## src/rtl/tcw_pkg.sv

```systemverilog
`timescale 1ns / 1ps

package tcw_pkg;

  // Geometry of the video memory and of the visible screen
  localparam int unsigned VRAM_WORDS  = 8192;
  localparam int unsigned SCREEN_COLS = 80;
  localparam int unsigned SCREEN_ROWS = 25;

  localparam int unsigned AW      = $clog2(VRAM_WORDS);
  localparam int unsigned COL_W   = $clog2(SCREEN_COLS);
  localparam int unsigned ROW_W   = $clog2(SCREEN_ROWS);
  localparam int unsigned PORT_AW = 13;

  localparam int unsigned BODY_WORDS   = (SCREEN_ROWS - 1) * SCREEN_COLS;
  localparam int unsigned SCROLL_SPAN  = SCREEN_COLS * (SCREEN_ROWS + 1);

  // Cell values
  localparam logic [15:0] BLANK_CELL   = 16'h0700;
  localparam logic [15:0] NEW_ROW_CELL = 16'h0C00;
  localparam logic [7:0]  ATTR_RESET   = 8'd14;

  // Control characters
  localparam logic [7:0] CH_BS = 8'd8;
  localparam logic [7:0] CH_LF = 8'd10;
  localparam logic [7:0] CH_CR = 8'd13;

  // Depth of the queue between front and back
  localparam int unsigned QUEUE_DEPTH = 2;
  localparam int unsigned QPTR_W      = $clog2(QUEUE_DEPTH);

  typedef enum logic [2:0] {
    OP_PRINT,
    OP_LF,
    OP_CR,
    OP_BS,
    OP_READ
  } tcw_op_e;

  typedef struct packed {
    tcw_op_e              kind;
    logic [7:0]           code;
    logic [PORT_AW-1:0]   addr;
  } tcw_op_t;

  typedef enum logic [2:0] {
    BK_CLEAR,
    BK_IDLE,
    BK_COPY_RD,
    BK_COPY_WR,
    BK_FILL,
    BK_DONE
  } tcw_bk_state_e;

  // Resize a memory word address to the port width
  function automatic logic [PORT_AW-1:0] to_port(input logic [AW-1:0] a);
    return PORT_AW'(a);
  endfunction

endpackage

```

## src/rtl/tcw_queue.sv

```systemverilog
`timescale 1ns / 1ps

module tcw_queue import tcw_pkg::*; (
  input  logic    clk_i,
  input  logic    rst_ni,
  input  logic    push_valid_i,
  input  tcw_op_t push_item_i,
  output logic    full_o,
  output logic    pop_valid_o,
  output tcw_op_t pop_item_o,
  input  logic    pop_i
);

  tcw_op_t             entry_q [QUEUE_DEPTH];
  logic [QPTR_W-1:0]   wr_ptr_q, wr_ptr_d;
  logic [QPTR_W-1:0]   rd_ptr_q, rd_ptr_d;
  logic [QPTR_W:0]     count_q, count_d;
  logic                push;
  logic                pop;

  assign full_o      = count_q == (QPTR_W + 1)'(QUEUE_DEPTH);
  assign pop_valid_o = count_q != '0;
  assign pop_item_o  = entry_q[rd_ptr_q];
  assign push        = push_valid_i && !full_o;
  assign pop         = pop_i && pop_valid_o;

  // Advance pointers and occupancy
  always_comb begin
    wr_ptr_d = wr_ptr_q;
    rd_ptr_d = rd_ptr_q;
    count_d  = count_q;
    if (push) begin
      wr_ptr_d = (wr_ptr_q == QPTR_W'(QUEUE_DEPTH - 1)) ? '0 : wr_ptr_q + 1'b1;
    end
    if (pop) begin
      rd_ptr_d = (rd_ptr_q == QPTR_W'(QUEUE_DEPTH - 1)) ? '0 : rd_ptr_q + 1'b1;
    end
    if (push && !pop) begin
      count_d = count_q + 1'b1;
    end else if (pop && !push) begin
      count_d = count_q - 1'b1;
    end
  end

  always_ff @(posedge clk_i or negedge rst_ni) begin
    if (!rst_ni) begin
      wr_ptr_q <= '0;
      rd_ptr_q <= '0;
      count_q  <= '0;
    end else begin
      wr_ptr_q <= wr_ptr_d;
      rd_ptr_q <= rd_ptr_d;
      count_q  <= count_d;
    end
  end

  // Store pushed beat
  always_ff @(posedge clk_i) begin
    if (push) begin
      entry_q[wr_ptr_q] <= push_item_i;
    end
  end

endmodule

```

## config.mk

```make
export PLATFORM = sky130hd
export DESIGN_NAME = tcw_queue
export DESIGN_NICKNAME = d
export VERILOG_FILES = /design/src/rtl/tcw_pkg.sv /design/src/rtl/tcw_queue.sv
export SDC_FILE = /design/constraint.sdc
export NUM_CORES = 1
export LEC_CHECK = 0
export BUFFER_PORTS_ARGS = -buffer_cell sky130_fd_sc_hd__buf_2
export CORE_ASPECT_RATIO = 1.1
export CORE_MARGIN = 10
export CORE_UTILIZATION = 35
export DETAILED_ROUTE_END_ITERATION = 16
export PLACE_DENSITY_LB_ADDON = 0.25
export SYNTH_ARGS = -nofsm -noshare
export SYNTH_HDL_FRONTEND = slang
export SYNTH_SLANG_ARGS = --single-unit
```

## constraint.sdc

```tcl
create_clock -name clk_i -period 2.6 [get_ports clk_i]
set_input_delay 0 -clock clk_i [delete_from_list [all_inputs] [get_ports clk_i]]
set_output_delay 0 -clock clk_i [all_outputs]
set_load 0.05 [all_outputs]
```

==> reports/qor.yml <==
finish:
  nNetsFinal: 211
  fillerInstances: 497
  n_antenna_cell: 0
  layout_common_cells: "53 x buf_2, 48 x edfxtp_1, 26 x dlygate4sd3_1"
  layout_commonest_cell: "buf_2"
  drive_gt1_share_pct: 49.18
  syn_to_final_growth_pct: 34.75
sta:
  rsz0062_at_grt: "false"
  setup_tns_ns: 0
  finalClockSkew_ns: 0.006453
  relSlewSlack_pct: 53.98
  worst_pin_slew_ns: 0.6904
  drv_slew: 0
  final.min_clock_period_ns: 1.901
  finalSetupViolations: 0
  hold_viol: 0
  fmax_ghz: 0.5261
  period_share_pct: 73.11
worst_hold_path:
  hp-class: "input pin to asynchronous set/reset pin"
floorplan:
  core_area_um2: 5697
  die_w_um: 92.70
  die_h_um: 99.96
  num_rows: 29
  io_pins: 54
  die_area_um2: 9266
  start_util_pct: 35.71
placed_design:
  routabilityCongestion: 0.6299
  port_buffers: 53
  dp_hpwl_um: 2756
setup_path:
  path_cells: "buf_12 > mux2_2 > buf_2"
  setup.worst_path.start: "rd_ptr_q"
  critPathTopFamily: "flip-flops"
  path_depth: 3
  r2r_end: "count_q[1]"
  endpoint: "pop_item_o[1]"
  crit_type: "register to output pin"
  crit_path_start_kind: "register"
  timing.rr.start: "count_q[0]"
  rrSetupSlack_ns: 1.09
  max_stage_delay_ns: 0.79
  ff2ff_path_depth: 7
  crit_slowest_cell: "dfrtp_1"
  critPathCaptureType: "output pin"
  path_buf_inv: 2
  crit_required_ns: 2.60
  arrival_ns: 1.90
  cp_max_fo: 15
global_routing:
  grt.overflow.total: 0
  grt_antenna_before_repair: 0
  grt_pass1_wl_um: 6127
  grt_pass1_vias: 1296
  grt_max_degree: 16
  grt_usage_pct: 8.464
cts:
  cts_tree: "done"
  numCtsBuffers: 5
  path_clk_slew_ns: 0.08
  h-tree-depth: 2
  cts_num_sinks: 52
  worstSkewPairLatency_ns: 0.29
  clockRootBuffer: "clkbuf_8"
  clockBufferDepth: 2
  cts_post_setup_buffers_inserted: 0
yosys:
  synth_adder_area_share_pct: 0.6150
  ys_warn_count: 0
  synth_top_family_by_area: "multiplexers"
  synth_area_leaders: "edfxtp_1 71%, mux2_4 14%, dfrtp_1 4.9%, mux2_2 2.8%, buf_12 2.0%"
  synthCells: 94
  syn_area_per_cell_um2: 21.64
  synth_top_area_share_pct: 70.85
  netlist_area_um2: 2034
  synth_simple_gate_area_share_pct: 1.784
  synth-xor-area-share_pct: 2.153
  synth_seq_cells: 52
  muxShareOfSynthArea_pct: 16.79
  ys_seq_area_share_pct: 75.77
  synth_compound_area_share_pct: 0
  synth_cell_types: 16
  yosys.area.top_type: "edfxtp_1"
  synth_nets: 123
route:
  drt-total-wl_um: 3763
  num_vias: 1089
  wl_per_cell_um: 14.47
  ant_nets: 0
  via_per_inst: 4.188
  drt_iter0_markers: 55
  drc: 0
  drt_first_pass_iters: 4
power:
  power_frac_comb_pct: 47.7
  p_seq_share_pct: 39.2
  power_density_nw_per_um2: 1174
  vdd_drop_max_uv: 602.0
  pwr-share-clk_pct: 13.1
  p_int_uw: 1871
  p_sw_uw: 1347
  p_sw_share_pct: 41.85
  p_leak_uw: 0.001113
  p_total_uw: 3218
job:
  cap_violations: 0
outcome:
  status: "finished clean"
## registers in the layout, summed over array words and instances (netlist names)
register / count
count_q: 2
entry_q: 48
rd_ptr_q: 1
wr_ptr_q: 1
## area by class of cell
type	instances	area, um2	area share [%]
Clock buffer	6	72.57	2.647
Clock inverter	2	11.26	0.4108
Inverter	2	7.507	0.2738
Multi-Input combinational cell	37	436.7	15.93
Sequential cell	52	1541	56.23
Tap cell	77	96.34	3.514
Timing Repair Buffer	84	575.6	20.99
## worst min-delay path by stage
stage / startpoint / end / slack, ns / depth (start not counted)
6_report: rst_ni / count_q[1] / 0.04 / 2
5_1_grt: rst_ni / rd_ptr_q / 0.05 / 2
4_1_cts: rst_ni / count_q[1] / 0.02 / 2
3_5_place_dp: rst_ni / count_q[1] / -0.19 / 1
3_3_place_gp: rst_ni / count_q[1] / -0.19 / 1
2_1_floorplan: rst_ni / count_q[0] / -0.30 / 0
## synth_stat cells
| cell type | number |
|---|---|
| and3_1 | 1 |
| buf_12 | 2 |
| buf_6 | 1 |
| dfrtp_1 | 4 |
| edfxtp_1 | 48 |
| ha_1 | 1 |
| inv_1 | 2 |
| mux2_2 | 5 |
| mux2_4 | 19 |
| nand2_1 | 1 |
| nand2_2 | 1 |
| nand2b_1 | 1 |
| nor2_1 | 2 |
| or2_1 | 1 |
| xnor2_1 | 3 |
| xor2_1 | 2 |
## layer usage
| metal | vias up | track usage, % | wire length [um] |
|---|---|---|---|
| li1 | 529 | - | - |
| met4 | 0 | 2.850 | 10 |
| met5 | - | 0 | 0 |
| met1 | 517 | 8.584 | 1420 |
| met2 | 41 | 14.78 | 1976 |
| met3 | 2 | 4.254 | 354 |
## power groups by stage
stage	sequential, uW	clock, uW	combinational [uW]
floorplan	1220	0	1310
global placement	1270	0	1510
detailed placement	1280	0	1530
CTS	1260	448	1560
global route	1290	480	1620
finish	1260	422	1540
## through the flow
step	hold slack, ns	util, %	instances	worst slack, ns	area (um2)
after global placement	-0.1883	42.08	226	1.052	2397
after CTS	0.02375	48.12	260	0.6727	2741
after global routing	0.04849	48.12	260	0.6034	2741
after detailed placement	-0.1851	42.08	226	1.007	2397
after floorplan	-0.2956	-	94	0.5479	2034
final	0.04305	48.12	260	0.6992	2741
## kinds of logic after synthesis
logic type               count (synthesis)
adder cells (fa/ha/maj)                  1
multiplexers                            24
flip-flops                              52
XOR/XNOR                                 5
buffers and inverters                    5
AND/OR/NAND/NOR                          7
## repair_timing
action | in CTS | in global routing
endpoints found under the hold margin | 53 | 0
resized for setup | 0 | 0
hold buffers | 26 | 0
## worst reg2reg max path, stage by stage, from the launching register on
cell and delay, ns:
dfrtp_1 0.42, nand2b_1 0.19, nand2_1 0.14, inv_1 0.06, ha_1 0.19, xor2_1 0.15, nor2_1 0.12, xor2_1 0.16
No activity file was read; power rests on OpenSTA's default activity.
