**config.mk**
```make
export PLATFORM = sky130hd
export DESIGN_NAME = tcw_front
export DESIGN_NICKNAME = d
export VERILOG_FILES = /design/src/rtl/tcw_pkg.sv /design/src/rtl/tcw_front.sv
export SDC_FILE = /design/constraint.sdc
export NUM_CORES = 1
export LEC_CHECK = 0
export ABC_AREA = 1
export BUFFER_PORTS_ARGS = -buffer_cell sky130_fd_sc_hd__buf_4
export CAP_MARGIN = 5
export CORE_UTILIZATION = 40
export CTS_BUF_LIST = sky130_fd_sc_hd__clkbuf_16
export DETAILED_ROUTE_END_ITERATION = 6
export GPL_TIMING_DRIVEN = 0
export HOLD_SLACK_MARGIN = 0.02
export PLACE_DENSITY = 0.75
export SYNTH_ARGS = -nofsm -noshare
export SYNTH_HDL_FRONTEND = slang
export SYNTH_SLANG_ARGS = --single-unit
```
**constraint.sdc**
```tcl
create_clock -name clk_i -period 2.7 [get_ports clk_i]
set_clock_uncertainty 0.1 [all_clocks]
set_input_delay 0.405 -clock clk_i [delete_from_list [all_inputs] [get_ports clk_i]]
set_output_delay 0.405 -clock clk_i [all_outputs]
set_load 0.02 [all_outputs]
```
**src/rtl/tcw_pkg.sv**
```systemverilog
`timescale 1ns / 1ps

package tcw_pkg;

  // Geometry of the video memory and of the visible screen
  localparam int unsigned VRAM_WORDS  = 8192;
  localparam int unsigned SCREEN_COLS = 80;
  localparam int unsigned SCREEN_ROWS = 25;

  localparam int unsigned AW      = $clog2(VRAM_WORDS);
  localparam int unsigned COL_W   = $clog2(SCREEN_COLS);
  localparam int unsigned ROW_W   = $clog2(SCREEN_ROWS);
  localparam int unsigned PORT_AW = 13;

  localparam int unsigned BODY_WORDS   = (SCREEN_ROWS - 1) * SCREEN_COLS;
  localparam int unsigned SCROLL_SPAN  = SCREEN_COLS * (SCREEN_ROWS + 1);

  // Cell values
  localparam logic [15:0] BLANK_CELL   = 16'h0700;
  localparam logic [15:0] NEW_ROW_CELL = 16'h0C00;
  localparam logic [7:0]  ATTR_RESET   = 8'd14;

  // Control characters
  localparam logic [7:0] CH_BS = 8'd8;
  localparam logic [7:0] CH_LF = 8'd10;
  localparam logic [7:0] CH_CR = 8'd13;

  // Depth of the queue between front and back
  localparam int unsigned QUEUE_DEPTH = 2;
  localparam int unsigned QPTR_W      = $clog2(QUEUE_DEPTH);

  typedef enum logic [2:0] {
    OP_PRINT,
    OP_LF,
    OP_CR,
    OP_BS,
    OP_READ
  } tcw_op_e;

  typedef struct packed {
    tcw_op_e              kind;
    logic [7:0]           code;
    logic [PORT_AW-1:0]   addr;
  } tcw_op_t;

  typedef enum logic [2:0] {
    BK_CLEAR,
    BK_IDLE,
    BK_COPY_RD,
    BK_COPY_WR,
    BK_FILL,
    BK_DONE
  } tcw_bk_state_e;

  // Resize a memory word address to the port width
  function automatic logic [PORT_AW-1:0] to_port(input logic [AW-1:0] a);
    return PORT_AW'(a);
  endfunction

endpackage

```
**src/rtl/tcw_front.sv**
```systemverilog
`timescale 1ns / 1ps

module tcw_front import tcw_pkg::*; (
  input  logic               clk_i,
  input  logic               rst_ni,
  input  logic               in_valid_i,
  output logic               in_stall_o,
  input  logic               action_i,
  input  logic [7:0]         char_code_i,
  input  logic [PORT_AW-1:0] read_addr_i,
  input  logic               clear_busy_i,
  output logic               push_valid_o,
  output tcw_op_t            push_item_o,
  input  logic               push_full_i
);

  logic    valid_q, valid_d;
  tcw_op_t op_q, op_d;
  logic    accept;
  logic    push;
  tcw_op_e kind;

  // Classify the incoming beat
  always_comb begin
    if (action_i) begin
      kind = OP_READ;
    end else if (char_code_i == CH_LF) begin
      kind = OP_LF;
    end else if (char_code_i == CH_CR) begin
      kind = OP_CR;
    end else if (char_code_i == CH_BS) begin
      kind = OP_BS;
    end else begin
      kind = OP_PRINT;
    end
  end

  assign push       = valid_q && !push_full_i;
  assign in_stall_o = clear_busy_i || (valid_q && push_full_i);
  assign accept     = in_valid_i && !in_stall_o;

  // Load a new beat, or drop the held one once it is queued
  always_comb begin
    valid_d = valid_q;
    op_d    = op_q;
    if (accept) begin
      valid_d      = 1'b1;
      op_d.kind    = kind;
      op_d.code    = char_code_i;
      op_d.addr    = read_addr_i;
    end else if (push) begin
      valid_d = 1'b0;
    end
  end

  always_ff @(posedge clk_i or negedge rst_ni) begin
    if (!rst_ni) begin
      valid_q <= 1'b0;
    end else begin
      valid_q <= valid_d;
    end
  end

  always_ff @(posedge clk_i) begin
    op_q <= op_d;
  end

  assign push_valid_o = valid_q;
  assign push_item_o  = op_q;

endmodule

```
==> impl_metrics.json, run 1 <==
{
  "vdd_drop_max_v": 0.000339,
  "max-cap-violations": 0,
  "crit_fanout": 14,
  "fin_crit_sh_pct": 60.7,
  "gr-total-overflow": 0,
  "yosysTopAreaCell": "edfxtp_1",
  "synthTopCellsByArea": "edfxtp_1 80%, nand2_1 2.9%, dfrtp_1 2.8%",
  "syn_avg_cell_area_um2": 16.3,
  "fp.coreArea_mm2": 0.00204,
  "die_y_um": 49.4,
  "yosysTopAreaCellShare_pct": 80.2,
  "cts_num_sinks": 25,
  "ctsResizeCount": 0,
  "worst_setup_path_end_kind": "flip-flop",
  "final_core_util_pct": 70.0,
  "gr-usage-all-layers_pct": 15.8,
  "synth_warnings": 0,
  "highest_layer": "met4",
  "cts_tree": "done",
  "die_area_mm2": 0.00244,
  "grt_max_degree": 15,
  "drt_iter0_drc": 8,
  "min_period_ps": 1640,
  "cpMaxStageDelayCell": "nor2_2",
  "cpMostUsedCell": "nand2_1",
  "cp.arrival_ps": 1500,
  "cts_buffers": 3,
  "cp.required_ps": 2560,
  "drtAntennaViolNets": 0,
  "synth_fp_nets": 82,
  "outcome": "finished, final reports clean",
  "timing.fmax_mhz": 610,
  "synth_area_um2": 898,
  "start_util_pct": 44.0,
  "portBuffers": 52,
  "crit_path_start_kind": "flip-flop",
  "finalSetupViolations": 0,
  "synth-seq-cells": 25,
  "viasPerCell": 4.55,
  "layout_commonest_cell": "buf_4",
  "worst_pin_slew_ps": 590,
  "final_nets": 141,
  "hold_viol": 0,
  "critical_path_buf_inv_count": 1,
  "layout-drive-gt1-share_pct": 59.3,
  "p_leak_uw": 0.000635,
  "crit_family": "simple AND/OR/NAND/NOR gates",
  "cp_cell_sequence": "nand2_1, nand2_1, nor2_2, buf_8",
  "p_per_area_mw_per_mm2": 608,
  "path_class": "reg2reg",
  "fp.dieW_um": 49.4,
  "drt-met1-wl_um": 742,
  "rsz0062_at_grt": "no",
  "num_io_pins": 53,
  "clockBufferDepth": 2,
  "rows": 16,
  "slowest_delay_ps": 470,
  "clock_latency_ps": 250,
  "grt_pass1_vias": 580,
  "routed-wl-met2_um": 876,
  "met3WireLength_um": 120,
  "wl_per_cell_um": 12.6,
  "drc": 0,
  "wl_um": 1770,
  "drtPass1Iterations": 4,
  "timing.setup.tns_ps": 0,
  "clk_pin_slew_worst_paths_ps": 60,
  "n_antenna_cell": 0,
  "gp_congestion": 0.717,
  "grt_antenna_before_repair": 0,
  "maxSlewViolCount": 0,
  "slew_headroom_pct": 60.6,
  "htreeDepth": 1,
  "syn_to_final_growth_pct": 59.2,
  "grt_pass1_wl_um": 2740,
  "synth_cells": 55,
  "mostFrequentLayoutCells": "52 x buf_4, 24 x edfxtp_1, 7 x nand2_1",
  "vias": 637,
  "ys_seq_area_share_pct": 83.0,
  "cts_root_buf": "clkbuf_16",
  "min_path_type": "in2reg",
  "dp_hpwl_um": 1410,
  "ys_types": 14
}
## registers in the layout, indices dropped and copies added, names as in the netlist
name	flops
push_valid_o	1
push_item_o	24
## cells in the mapped netlist, drive strengths merged
cell	n
edfxtp	24
nand2	10
inv	9
nor2	6
a21oi	1
dfrtp	1
nand3b	1
nand4	1
nor3	1
o21ai	1
## worst reg2reg max path: cells and delay by family (launching register included)
kind	cells	cell delay [ps]
buf+inv	1	230
simple gates	3	630
flops	1	400
## cell families after synthesis
kind of cell | Yosys count | share of synthesized area (%)
AOI/OAI and AO/OA | 2 | 1.53
buffers and inverters | 9 | 3.76
DFF | 25 | 83.0
and+or+nand+nor | 19 | 11.7
## report_power, final
| part | switching, µW | total (µW) | internal [µW] | leakage [µW] |
|---|---|---|---|---|
| clock network | 117 | 316 | 199 | 0.0000409 |
| logic | 53.1 | 104 | 51.3 | 0.000357 |
| registers | 4.63 | 449 | 445 | 0.000238 |
## final timing paths
path / startpoint / to / slack (ps) / depth (start not counted)
max in group asynchronous: rst_ni / push_valid_o$_DFFE_PN0P_ / 2040 / 2
min: read_addr_i[7] / push_item_o[7]$_DFFE_PP_ / 230 / 1
min in group asynchronous: rst_ni / push_valid_o$_DFFE_PN0P_ / 380 / 2
max reg2reg: push_valid_o$_DFFE_PN0P_ / push_item_o[2]$_DFFE_PP_ / 1060 / 4
min reg2reg: push_valid_o$_DFFE_PN0P_ / push_valid_o$_DFFE_PN0P_ / 490 / 2
max: push_valid_o$_DFFE_PN0P_ / push_item_o[2]$_DFFE_PP_ / 1060 / 4
## area by class of cell
class | instances | area, µm²
clock buffers | 3 | 75.1
clock inverters | 1 | 5.00
fillers | 140 | 612
inverters | 9 | 33.8
multi-input cells | 21 | 121
flip-flops and latches | 25 | 746
well taps | 27 | 33.8
repair buffers | 54 | 415
## per-stage QoR
step / power (µW) / instances / worst slack (ps) / instance area [µm²] / hold WS (ps)
3_5_place_dp: 562 / 135 / 931 / 1340 / 87.6
5_1_grt: 904 / 140 / 946 / 1430 / 215
4_1_cts: 877 / 140 / 1050 / 1430 / 223
2_1_floorplan: 498 / 55 / 439 / 898 / 9.41
6_report: 870 / 140 / 1060 / 1430 / 226
3_3_place_gp: 555 / 134 / 186 / 1320 / 80.4
## metal layers
metal	global-route usage (%)	up-vias
li1	-	305
met2	25.8	33
met3	1.87	2
met5	0	-
met4	10.0	0
met1	19.8	297
## what timing repair did
| item | in CTS | in global routing |
|---|---|---|
| setup buffers | 0 | 0 |
| hold endpoints to repair | 1 | 0 |
| hold buffers | 1 | 0 |
Power figures use the tool's default switching activity.
==> inputs of run 2 (changes only) <==
clock period = 1.6 ns   (was 2.7 ns; I/O delays follow)
==> run 2 against run 1 <==
Final cell count is the same. Register-to-register slack lost 790 ps. Design area grew 0.17%. Combinational power grew 72%. Critical endpoint is now in_stall_o. Highest routed layer unchanged.
==> impl_metrics.json, run 2 (same netlist as run 1, synthesis figures left out) <==
{
  "outcome": "finished, final reports clean",
  "grt_pass1_vias": 588,
  "post_cts_buffers": 0,
  "seqPwrFrac_pct": 51.8,
  "start_util_pct": 44.0,
  "crit_fanout": 3,
  "htreeDepth": 1,
  "clk_pin_slew_worst_paths_ps": 60,
  "fin_crit_sh_pct": 84.5,
  "met1_usage_pct": 17.1,
  "gr-total-overflow": 0,
  "wl_per_cell_um": 12.7,
  "grtUsageMet2_pct": 26.3,
  "busiest_layer": "met2",
  "timing.setup.tns_ps": 0,
  "use_met3_pct": 4.36,
  "cp.arrival_ps": 1010,
  "grt_pass1_wl_um": 2700,
  "drtAntennaViolNets": 0,
  "min_from": "read_addr_i[2]",
  "die_y_um": 49.4,
  "crit_path_start_kind": "flip-flop",
  "layout_commonest_cell": "buf_4",
  "clockPowerShare_pct": 36.0,
  "power.internal_uw": 1170,
  "fp.coreArea_mm2": 0.00204,
  "n_antenna_cell": 0,
  "clockBufferDepth": 2,
  "drc": 0,
  "wl_um": 1780,
  "rr_endpoint": "push_item_o[7]$_DFFE_PP_",
  "vias": 624,
  "final_nets": 141,
  "pwr-share-comb_pct": 12.2,
  "viasPerCell": 4.46,
  "maxSlewViolCount": 0,
  "drt_iter0_drc": 2,
  "rsz0062_at_grt": "no",
  "syn_to_final_growth_pct": 59.5,
  "path_class": "reg2out",
  "p_per_area_mw_per_mm2": 1020,
  "dp_hpwl_um": 1260,
  "drtPass1Iterations": 4,
  "total_power_uw": 1460,
  "num_io_pins": 53,
  "fill_cells": 137,
  "cts_root_buf": "clkbuf_16",
  "min_path_type": "in2reg",
  "cts_tree": "done",
  "gr-usage-all-layers_pct": 15.8,
  "die_area_mm2": 0.00244,
  "cts_buffers": 3,
  "min_path_cells": 1,
  "whs_endpoint": "push_item_o[2]$_DFFE_PP_",
  "gp_congestion": 0.749,
  "fp.dieW_um": 49.4,
  "cp.required_ps": 1260,
  "hold_viol": 0,
  "portBuffers": 52,
  "slew_headroom_pct": 75.9,
  "worst_pin_slew_ps": 360,
  "p_leak_uw": 0.000633,
  "min_period_ps": 1350,
  "worst_setup_path_end_kind": "primary output",
  "mostFrequentLayoutCells": "52 x buf_4, 24 x edfxtp_1, 7 x inv_1",
  "largest_reg_flops": 24,
  "grt_antenna_before_repair": 0,
  "p_sw_share_pct": 20.1,
  "r2r_cells": 3,
  "vdd_drop_max_v": 0.000687,
  "clock_latency_ps": 250,
  "max-cap-violations": 0,
  "power_switching_uw": 295,
  "timing.fmax_mhz": 740,
  "grt_max_degree": 25,
  "reg2reg_from": "push_valid_o$_DFFE_PN0P_",
  "rows": 16,
  "finalSetupViolations": 0,
  "cts_num_sinks": 25,
  "rrSetupSlack_ps": 270,
  "layout-drive-gt1-share_pct": 59.3
}
run 2: per-layer routing:
metal  share of wire, %  vias to the layer above
met5                  0                        -
met4                3.0                        0
met3                7.2                        5
met2                 47                       35
met1                 42                      278
li1                   -                      306
run 2: stage by stage:
step	worst slack (ps)	instance area (µm²)	std cells	util (%)	hold slack, ps
finish	248	1430	140	70.2	61.4
global placement	91.6	1330	134	65.3	-84.4
CTS	48.3	1420	139	69.6	58.1
global route	180	1430	140	70.2	54.0
floorplan	25.7	908	55	-	-156
detailed placement	54.1	1330	134	65.3	-83.6
run 2: area by class of cell:
class,instances,area [µm²],share of cell area (%)
multi-input combinational,22,140,9.78
sequential,25,746,52.1
clock buffer,3,75.1,5.24
timing repair buffer,53,400,27.9
inverter,9,33.8,2.36
clock inverter,1,3.75,0.262
tap,27,33.8,2.36
run 2: what timing repair did:
item | 4_1_cts | 5_1_grt
resized for setup | 0 | 1
hold buffers | 1 | 0
setup endpoints to repair | 0 | 24
endpoints found under the hold margin | 1 | 0
run 2: worst max path at each step:
stage | from | endpoint | cells after the start
final | push_valid_o$_DFFE_PN0P_ | in_stall_o | 3
after global routing | push_valid_o$_DFFE_PN0P_ | push_item_o[2]$_DFFE_PP_ | 3
after CTS | push_valid_o$_DFFE_PN0P_ | push_item_o[12]$_DFFE_PP_ | 3
after detailed placement | push_valid_o$_DFFE_PN0P_ | push_item_o[12]$_DFFE_PP_ | 3
after global placement | push_valid_o$_DFFE_PN0P_ | push_item_o[1]$_DFFE_PP_ | 3
after floorplan | push_valid_o$_DFFE_PN0P_ | push_item_o[0]$_DFFE_PP_ | 3
run 2: critical path, cell delays in order (launching register included):
cell	delay, ps
dfrtp_1	390
nand2_1	90
nand2_2	100
buf_4	180
run 2: power groups by stage:
stage	registers (µW)	clock network [µW]	logic [µW]
2_1_floorplan	806	0	37.2
3_3_place_gp	771	0	168
3_5_place_dp	772	0	173
4_1_cts	758	539	176
5_1_grt	760	562	191
6_report	758	526	179
